--- src/hdl/psc_pkg.sv ---
// Package for the page signature compare block: configuration and stage types,
// register map, reset values and the relative tolerance test.
// Depends on nothing; used by every module under hdl.
package psc_pkg;

    // Register map, one 32-bit register every 4 bytes
    localparam int unsigned ADDR_W = 4;
    localparam logic [1:0] REG_REL_PERCENT      = 2'd0;
    localparam logic [1:0] REG_ABS_LIMIT        = 2'd1;
    localparam logic [1:0] REG_MAX_FAIL_BUCKETS = 2'd2;

    // Register reset values
    localparam logic [6:0]  REL_PERCENT_RESET      = 7'd5;
    localparam logic [15:0] ABS_LIMIT_RESET        = 16'd6;
    localparam logic [6:0]  MAX_FAIL_BUCKETS_RESET = 7'd3;

    // Saturation limits of the running totals
    localparam logic [6:0]  FAIL_MAX  = 7'd127;
    localparam logic [23:0] SCALE_MAX = 24'hFF_FFFF;
    localparam logic [23:0] DIFF_MAX  = 24'h7F_FFFF;
    localparam logic [23:0] DIFF_MIN  = 24'h80_0000;

    localparam logic [31:0] PERCENT_BASE = 32'd100;

    typedef struct packed {
        logic [6:0]  rel_percent;
        logic [15:0] abs_limit;
        logic [6:0]  max_fail_buckets;
    } psc_cfg_t;

    // One tested bucket pair, ready to accumulate
    typedef struct packed {
        logic               valid;
        logic               fail;
        logic signed [16:0] diff;
        logic [16:0]        scale;
        logic               last;
        logic               code_eq;
    } psc_bucket_t;

    // Totals of one finished signature, ready for the verdict
    typedef struct packed {
        logic               valid;
        logic [6:0]         fail_count;
        logic signed [23:0] sum_difference;
        logic [23:0]        sum_scale;
        logic               code_eq;
    } psc_total_t;

    // mag > 1 + floor(scale*percent/100)  is the same as  100*mag > scale*percent + 100
    function automatic logic exceeds_rel(input logic [23:0] mag, input logic [23:0] scale,
                                         input logic [6:0] percent);
        logic [31:0] lhs;
        logic [31:0] rhs;
        lhs = 32'(mag) * PERCENT_BASE;
        rhs = 32'(scale) * 32'(percent) + PERCENT_BASE;
        return lhs > rhs;
    endfunction

endpackage

--- src/hdl/psc_cfg_regs.sv ---
// Configuration registers of the page signature compare block behind an APB-style port.
// Depends on psc_pkg.
module psc_cfg_regs
    import psc_pkg::*;
(
    input  logic              clk,
    input  logic              rst_n,
    input  logic              psel,
    input  logic              penable,
    input  logic              pwrite,
    input  logic [ADDR_W-1:0] paddr,
    input  logic [31:0]       pwdata,
    output logic [31:0]       prdata,
    output logic              pready,
    output psc_cfg_t          cfg
);

    psc_cfg_t cfg_reg;
    psc_cfg_t cfg_next;
    logic     wr_en;
    logic [1:0] reg_idx;

    assign pready  = 1'b1;
    assign wr_en   = psel && penable && pwrite;
    assign reg_idx = paddr[ADDR_W-1:2];

    // Write the addressed register, drop writes beyond the map
    always_comb
    begin
        cfg_next = cfg_reg;
        if (wr_en)
        begin
            unique case (reg_idx)
                REG_REL_PERCENT:      cfg_next.rel_percent      = pwdata[6:0];
                REG_ABS_LIMIT:        cfg_next.abs_limit        = pwdata[15:0];
                REG_MAX_FAIL_BUCKETS: cfg_next.max_fail_buckets = pwdata[6:0];
                default:              cfg_next = cfg_reg;
            endcase
        end
    end

    always_ff @(posedge clk or negedge rst_n)
    begin
        if (!rst_n)
        begin
            cfg_reg.rel_percent      <= REL_PERCENT_RESET;
            cfg_reg.abs_limit        <= ABS_LIMIT_RESET;
            cfg_reg.max_fail_buckets <= MAX_FAIL_BUCKETS_RESET;
        end
        else
        begin
            cfg_reg <= cfg_next;
        end
    end

    // Read back the addressed register
    always_comb
    begin
        unique case (reg_idx)
            REG_REL_PERCENT:      prdata = {25'd0, cfg_reg.rel_percent};
            REG_ABS_LIMIT:        prdata = {16'd0, cfg_reg.abs_limit};
            REG_MAX_FAIL_BUCKETS: prdata = {25'd0, cfg_reg.max_fail_buckets};
            default:              prdata = 32'd0;
        endcase
    end

    assign cfg = cfg_reg;

endmodule

--- src/hdl/psc_bucket_test.sv ---
// Input register and per-bucket test: difference, sum and the fail decision of one pair.
// Depends on psc_pkg.
module psc_bucket_test
    import psc_pkg::*;
(
    input  logic        clk,
    input  logic        rst_n,
    input  logic        adv,
    input  logic        in_valid,
    input  logic [15:0] bucket_a,
    input  logic [15:0] bucket_b,
    input  logic [9:0]  code_a,
    input  logic [9:0]  code_b,
    input  logic        last,
    input  psc_cfg_t    cfg,
    output psc_bucket_t bucket
);

    logic        in_valid_reg;
    logic        in_valid_next;
    logic [15:0] a_reg;
    logic [15:0] b_reg;
    logic        last_reg;
    logic        code_eq_reg;

    logic               test_valid_reg;
    logic               test_valid_next;
    psc_bucket_t        test_reg;
    psc_bucket_t        test_next;
    logic signed [16:0] diff;
    logic [16:0]        mag_full;
    logic [15:0]        mag;
    logic [16:0]        scale;

    // Capture the word on acceptance
    assign in_valid_next = adv ? in_valid : in_valid_reg;

    always_ff @(posedge clk or negedge rst_n)
    begin
        if (!rst_n)
        begin
            in_valid_reg <= 1'b0;
        end
        else
        begin
            in_valid_reg <= in_valid_next;
        end
    end

    always_ff @(posedge clk)
    begin
        if (adv && in_valid)
        begin
            a_reg       <= bucket_a;
            b_reg       <= bucket_b;
            last_reg    <= last;
            code_eq_reg <= (code_a == code_b);
        end
    end

    // Form difference, sum and magnitude, then test against both limits
    always_comb
    begin
        diff     = $signed({1'b0, a_reg}) - $signed({1'b0, b_reg});
        scale    = {1'b0, a_reg} + {1'b0, b_reg};
        mag_full = diff[16] ? (17'd0 - diff) : diff;
        mag      = mag_full[15:0];

        test_next.valid   = in_valid_reg;
        test_next.fail    = exceeds_rel({8'd0, mag}, {7'd0, scale}, cfg.rel_percent)
                            || (mag > cfg.abs_limit);
        test_next.diff    = diff;
        test_next.scale   = scale;
        test_next.last    = last_reg;
        test_next.code_eq = code_eq_reg;
    end

    assign test_valid_next = adv ? in_valid_reg : test_valid_reg;

    always_ff @(posedge clk or negedge rst_n)
    begin
        if (!rst_n)
        begin
            test_valid_reg <= 1'b0;
        end
        else
        begin
            test_valid_reg <= test_valid_next;
        end
    end

    always_ff @(posedge clk)
    begin
        if (adv && in_valid_reg)
        begin
            test_reg <= test_next;
        end
    end

    always_comb
    begin
        bucket       = test_reg;
        bucket.valid = test_valid_reg;
    end

endmodule

--- src/hdl/psc_accum.sv ---
// Running totals of one signature: fail count, signed difference and scale, all saturating.
// Depends on psc_pkg.
module psc_accum
    import psc_pkg::*;
(
    input  logic        clk,
    input  logic        rst_n,
    input  logic        adv,
    input  psc_bucket_t bucket,
    output psc_total_t  total
);

    logic [6:0]         fail_reg;
    logic [6:0]         fail_next;
    logic signed [23:0] diff_reg;
    logic signed [23:0] diff_next;
    logic [23:0]        scale_reg;
    logic [23:0]        scale_next;

    logic               total_valid_reg;
    logic               total_valid_next;
    psc_total_t         total_reg;
    psc_total_t         total_next;

    logic [6:0]         fail_sum;
    logic signed [24:0] diff_wide;
    logic signed [23:0] diff_sum;
    logic [24:0]        scale_wide;
    logic [23:0]        scale_sum;
    logic               take;

    assign take = adv && bucket.valid;

    // Add this pair and clamp each total
    always_comb
    begin
        fail_sum = (bucket.fail && (fail_reg != FAIL_MAX)) ? (fail_reg + 7'd1) : fail_reg;

        diff_wide = {diff_reg[23], diff_reg} + {{8{bucket.diff[16]}}, bucket.diff};
        unique case (diff_wide[24:23])
            2'b01:   diff_sum = DIFF_MAX;
            2'b10:   diff_sum = DIFF_MIN;
            default: diff_sum = diff_wide[23:0];
        endcase

        scale_wide = {1'b0, scale_reg} + {8'd0, bucket.scale};
        scale_sum  = scale_wide[24] ? SCALE_MAX : scale_wide[23:0];
    end

    // Hold totals, advance them on each pair, clear them after the final pair
    always_comb
    begin
        fail_next  = fail_reg;
        diff_next  = diff_reg;
        scale_next = scale_reg;
        if (take)
        begin
            if (bucket.last)
            begin
                fail_next  = 7'd0;
                diff_next  = 24'sd0;
                scale_next = 24'd0;
            end
            else
            begin
                fail_next  = fail_sum;
                diff_next  = diff_sum;
                scale_next = scale_sum;
            end
        end

        total_next.valid          = 1'b1;
        total_next.fail_count     = fail_sum;
        total_next.sum_difference = diff_sum;
        total_next.sum_scale      = scale_sum;
        total_next.code_eq        = bucket.code_eq;

        total_valid_next = adv ? (bucket.valid && bucket.last) : total_valid_reg;
    end

    always_ff @(posedge clk or negedge rst_n)
    begin
        if (!rst_n)
        begin
            fail_reg        <= 7'd0;
            diff_reg        <= 24'sd0;
            scale_reg       <= 24'd0;
            total_valid_reg <= 1'b0;
        end
        else
        begin
            fail_reg        <= fail_next;
            diff_reg        <= diff_next;
            scale_reg       <= scale_next;
            total_valid_reg <= total_valid_next;
        end
    end

    always_ff @(posedge clk)
    begin
        if (take && bucket.last)
        begin
            total_reg <= total_next;
        end
    end

    always_comb
    begin
        total       = total_reg;
        total.valid = total_valid_reg;
    end

    // Totals restart from zero after a final pair
    a_clear_after_last: assert property (@(posedge clk) disable iff (!rst_n)
        take && bucket.last |=> fail_reg == 7'd0 && diff_reg == 24'sd0 && scale_reg == 24'd0)
        else $error("totals not cleared after final pair");

    // Only a final pair produces totals for the verdict
    a_no_total_midway: assert property (@(posedge clk) disable iff (!rst_n)
        take && !bucket.last |=> !total_valid_reg)
        else $error("totals presented for a pair that is not final");

endmodule

--- src/hdl/psc_verdict.sv ---
// Verdict stage and result register: code match, fail budget and total relative test.
// Depends on psc_pkg.
module psc_verdict
    import psc_pkg::*;
(
    input  logic       clk,
    input  logic       rst_n,
    input  logic       adv,
    input  psc_total_t total,
    input  psc_cfg_t   cfg,
    output logic       out_valid,
    output logic       same
);

    logic        out_valid_reg;
    logic        out_valid_next;
    logic        same_reg;
    logic        same_next;
    logic [23:0] tmag;

    // Magnitude of the total difference; the most negative value maps to 2^23
    always_comb
    begin
        tmag      = total.sum_difference[23] ? (24'd0 - total.sum_difference)
                                             : total.sum_difference;
        same_next = total.code_eq
                    && (total.fail_count <= cfg.max_fail_buckets)
                    && !exceeds_rel(tmag, total.sum_scale, cfg.rel_percent);
        out_valid_next = adv ? total.valid : out_valid_reg;
    end

    always_ff @(posedge clk or negedge rst_n)
    begin
        if (!rst_n)
        begin
            out_valid_reg <= 1'b0;
        end
        else
        begin
            out_valid_reg <= out_valid_next;
        end
    end

    always_ff @(posedge clk)
    begin
        if (adv && total.valid)
        begin
            same_reg <= same_next;
        end
    end

    assign out_valid = out_valid_reg;
    assign same      = same_reg;

    // Differing status codes never give a match
    a_code_mismatch: assert property (@(posedge clk) disable iff (!rst_n)
        adv && total.valid && !total.code_eq |=> out_valid_reg && !same_reg)
        else $error("match reported with differing status codes");

endmodule

--- src/hdl/page_signature_compare.sv ---
// Page signature compare: fuzzy histogram comparison, one bucket pair word per cycle.
// The final pair goes through the input, test and total registers into the result register.
// Throughput: one input word per cycle; the whole pipeline holds only while a result waits.
// Reset (rst_n, async, active low): pipeline and totals empty, registers to their defaults.
// Depends on psc_pkg, psc_cfg_regs, psc_bucket_test, psc_accum, psc_verdict.
module page_signature_compare
    import psc_pkg::*;
(
    input  logic              clk,
    input  logic              rst_n,

    input  logic              psel,
    input  logic              penable,
    input  logic              pwrite,
    input  logic [ADDR_W-1:0] paddr,
    input  logic [31:0]       pwdata,
    output logic [31:0]       prdata,
    output logic              pready,

    input  logic              in_valid,
    output logic              in_ready,
    input  logic [15:0]       bucket_a,
    input  logic [15:0]       bucket_b,
    input  logic [9:0]        code_a,
    input  logic [9:0]        code_b,
    input  logic              last,

    output logic              out_valid,
    input  logic              out_ready,
    output logic              same
);

    psc_cfg_t    cfg;
    psc_bucket_t bucket;
    psc_total_t  total;
    logic        adv;

    // Advance every stage unless a result word is waiting
    assign adv      = !out_valid || out_ready;
    assign in_ready = adv;

    psc_cfg_regs u_cfg (
        .clk     (clk),
        .rst_n   (rst_n),
        .psel    (psel),
        .penable (penable),
        .pwrite  (pwrite),
        .paddr   (paddr),
        .pwdata  (pwdata),
        .prdata  (prdata),
        .pready  (pready),
        .cfg     (cfg)
    );

    psc_bucket_test u_test (
        .clk      (clk),
        .rst_n    (rst_n),
        .adv      (adv),
        .in_valid (in_valid),
        .bucket_a (bucket_a),
        .bucket_b (bucket_b),
        .code_a   (code_a),
        .code_b   (code_b),
        .last     (last),
        .cfg      (cfg),
        .bucket   (bucket)
    );

    psc_accum u_accum (
        .clk    (clk),
        .rst_n  (rst_n),
        .adv    (adv),
        .bucket (bucket),
        .total  (total)
    );

    psc_verdict u_verdict (
        .clk       (clk),
        .rst_n     (rst_n),
        .adv       (adv),
        .total     (total),
        .cfg       (cfg),
        .out_valid (out_valid),
        .same      (same)
    );

    // A waiting result word holds the input side
    a_stall_input: assert property (@(posedge clk) disable iff (!rst_n)
        out_valid && !out_ready |-> !in_ready)
        else $error("input accepted while a result word is stalled");

endmodule

--- config.mk ---
export PLATFORM = sky130hd
export DESIGN_NAME = page_signature_compare
export DESIGN_NICKNAME = d
export VERILOG_FILES = /design/src/hdl/psc_pkg.sv /design/src/hdl/psc_cfg_regs.sv /design/src/hdl/psc_bucket_test.sv /design/src/hdl/psc_accum.sv /design/src/hdl/psc_verdict.sv /design/src/hdl/page_signature_compare.sv
export SDC_FILE = /design/constraint.sdc
export NUM_CORES = 1
export LEC_CHECK = 0
export BUFFER_PORTS_ARGS = -buffer_cell sky130_fd_sc_hd__clkbuf_2
export CAP_MARGIN = 20
export CORE_UTILIZATION = 64
export CTS_CLUSTER_SIZE = 16
export DETAILED_ROUTE_END_ITERATION = 10
export GPL_ROUTABILITY_DRIVEN = 0
export MAX_ROUTING_LAYER = met4
export PLACE_DENSITY = 0.8
export REMOVE_ABC_BUFFERS = 1
export SETUP_SLACK_MARGIN = 0.3
export SLEW_MARGIN = 10
export SYNTH_ARGS = -nofsm -noshare
export SYNTH_HDL_FRONTEND = slang
export SYNTH_SLANG_ARGS = --single-unit
--- constraint.sdc ---
create_clock -name clk -period 9.3 [get_ports clk]
set_input_delay 1.86 -clock clk [delete_from_list [all_inputs] [get_ports clk]]
set_output_delay 1.86 -clock clk [all_outputs]
set_load 0.02 [all_outputs]
==> results.tsv <==
metric	value	unit
Worst setup EP type	register	
drt initial violations	1320	
r2r worst-path depth	31	
final setup vio count	0	
Pre-Repair DR Iteration Count	7	
outcome	complete, no violations	
DR vias/cell	6.00	
mapped cell area	27300	um2
worst reg2reg startpoint	u_test.b_reg[1]	
largest net degree at the start of global routing	66	
Syn Area/Cell	9.43	um2
later-pin clock latency in the skew report	570	ps
I/O Buffers	96	
Num CTS Buffers	25	
hold depth	0	
total global-route track usage	0.305	
Final min period	8390	ps
WP data required	9640	ps
core footprint	42000	um2
most common flop cell mapped by yosys	edfxtp_1	
number of flip-flops in the largest register	56	
Worst Tran Pin Value	1200	ps
first-pass GRT wire length	106	mm
Seq cells post-synth	216	
RSZ-0062 raised after global routing	no	
clock root buffer	clkbuf_16	
H-tree Lvls	1	
Hold Path End	u_test.bucket[0]	
die footprint	43500	um2
global route overflow	0	
CP Class	register to register	
Final Hold Viols	0	
cts hold-fix bufs	0	
TritonCTS clock tree	done	
dpl ws	836	ps
HP Class	register to register	
Synth Instances	2898	
Fmax achieved	119	MHz
Worst R2R Setup Slack	910	ps
Reg clk slew, reported paths	60	ps
period utilization	0.902	
Yosys cell types	83	
CP max FO	8	
Setup crit start	u_test.b_reg[1]	
area delta synth->final	6.77	%
post-synthesis sequential area ratio	0.221	
Post-synth EDFFs	127	
max_cap viols	0	
vias	21200	
hold_sp	u_test.code_eq_reg	
CP max-delay cell	xor2_1	
Rel. slew slack	0.194	
antenna violations before repair	1	
reg-to-reg endpoint	u_test.bucket[36]	
Filler cells	3202	
asr flop ratio synth	0.412	
TNS Setup	0	ps
vias in the first global route	21900	
final WL	62.9	mm
FP Rows	75	
Final ANT Viol Nets	0	
startpoint class of the critical path	register	
share of cells above drive strength 1	0.0769	
Worst EP arrival	8730	ps
clock skew	35.9	ps
DPL Wire Length	50.0	mm
WL/cell	17.8	um
DRC	0	
Slowest Stage Delay on Critical Path	850	ps
Die Span X	209	um
clk buf depth	3	
Clock Sink Count	216	
die height	209	um
synth warn	0	
# IOs	132	
final worst slack	910	ps
max-slew violations	0	
fin nets	3693	
initial core utilization	0.650	
worst max path at each step:
stage | to | slack (ps)
after global placement | u_test.bucket[36] | 1070
final | u_test.bucket[36] | 910
after global routing | u_test.bucket[36] | 310
after floorplan | u_test.bucket[36] | 1820
after detailed placement | u_test.bucket[36] | 840
after CTS | u_test.bucket[36] | 740
metal layers:
metal	global-route usage	wire length (um)
met5	-	0
met4	0.118	2280
met2	0.533	32100
met3	0.0304	2940
met1	0.363	25600
per-stage QoR:
step,instance area [um2],utilization,std cells,hold slack [ps]
2_1_floorplan,26900,-,2820,400
3_3_place_gp,28300,0.672,3478,406
3_5_place_dp,28300,0.672,3478,413
4_1_cts,29100,0.692,3524,427
5_1_grt,29200,0.694,3530,429
6_report,29200,0.694,3531,426
worst max-delay path: cells and delay by family, from the launching register on:
kind | cells | cell delay, ps
adder cells (fa/ha/maj) | 7 | 3010
AO/OA/AOI/OAI | 13 | 2820
XOR/XNOR | 2 | 990
AND/OR/NAND/NOR | 5 | 610
flip-flops | 1 | 400
buffers and inverters | 4 | 320
cell families after synthesis:
logic type               share of synthesized area
AND/OR/NAND/NOR                              0.146
adder cells (fa/ha/maj)                      0.348
AO/OA/AOI/OAI                                0.141
buffers and inverters                       0.0725
flip-flops                                   0.221
XOR/XNOR                                    0.0600
multiplexers                                0.0103
other                                     0.000275
cells in the final DEF (no fill, tap or decap), types with 9 or more instances in the layout:
cell and n:
inv_1 406, ha_1 403, nand2_1 236, fa_1 223, and2_1 140, xnor2_1 133
a21oi_1 127, edfxtp_1 127, o21ai_0 121, clkbuf_2 95, nor2_1 87, nor2b_1 84
dfrtp_1 83, a21o_1 76, xor2_1 53, nor3_1 39, a22o_1 39, nand3_1 37
nand2b_1 33, buf_4 28, nand4_1 25, clkbuf_16 25, o21bai_1 24, o21a_1 24
or3_1 17, o31ai_1 17, conb_1 17, mux2_2 16, a211oi_1 16, a31oi_1 15
and3_1 15, a31o_2 12, mux2i_1 10, or4_1 10, nor4_1 9, a211o_1 9
area by class of cell:
| cell class | count | area [um2] | area share |
|---|---|---|---|
| Timing Repair Buffer | 124 | 701 | 0.0240 |
| Inverter | 407 | 1530 | 0.0524 |
| Sequential cell | 216 | 6050 | 0.207 |
| Antenna cell | 2 | 5.00 | 0.000172 |
| Clock inverter | 14 | 171 | 0.00588 |
| Tap cell | 539 | 674 | 0.0231 |
| Multi-Input combinational cell | 2197 | 19400 | 0.664 |
| Clock buffer | 32 | 672 | 0.0230 |
Yosys cell counts (25+ instances only):
cell type	number	area [um2]
nor3_1	39	195
edfxtp_1	127	3810
nand2_1	236	886
nor2_1	88	330
nand3_1	37	185
a21o_1	76	571
inv_1	407	1530
dfrtp_1	83	2080
fa_1	223	4460
o21ai_0	121	606
a22o_1	39	342
nand4_1	25	156
and2_1	141	882
ha_1	403	5040
clkbuf_1	66	248
nor2b_1	85	532
nand2b_1	33	206
xor2_1	53	464
xnor2_1	134	1170
a21oi_1	127	636
repair_timing:
action / CTS / global route
setup endpoints to repair: 0 / 1
resized for setup: 0 / 2
buffers inserted: 0 / 4
Power is left out: the tool's default activity adds up to more than one toggle a clock period on the data nets, which glitch-free logic cannot reach.
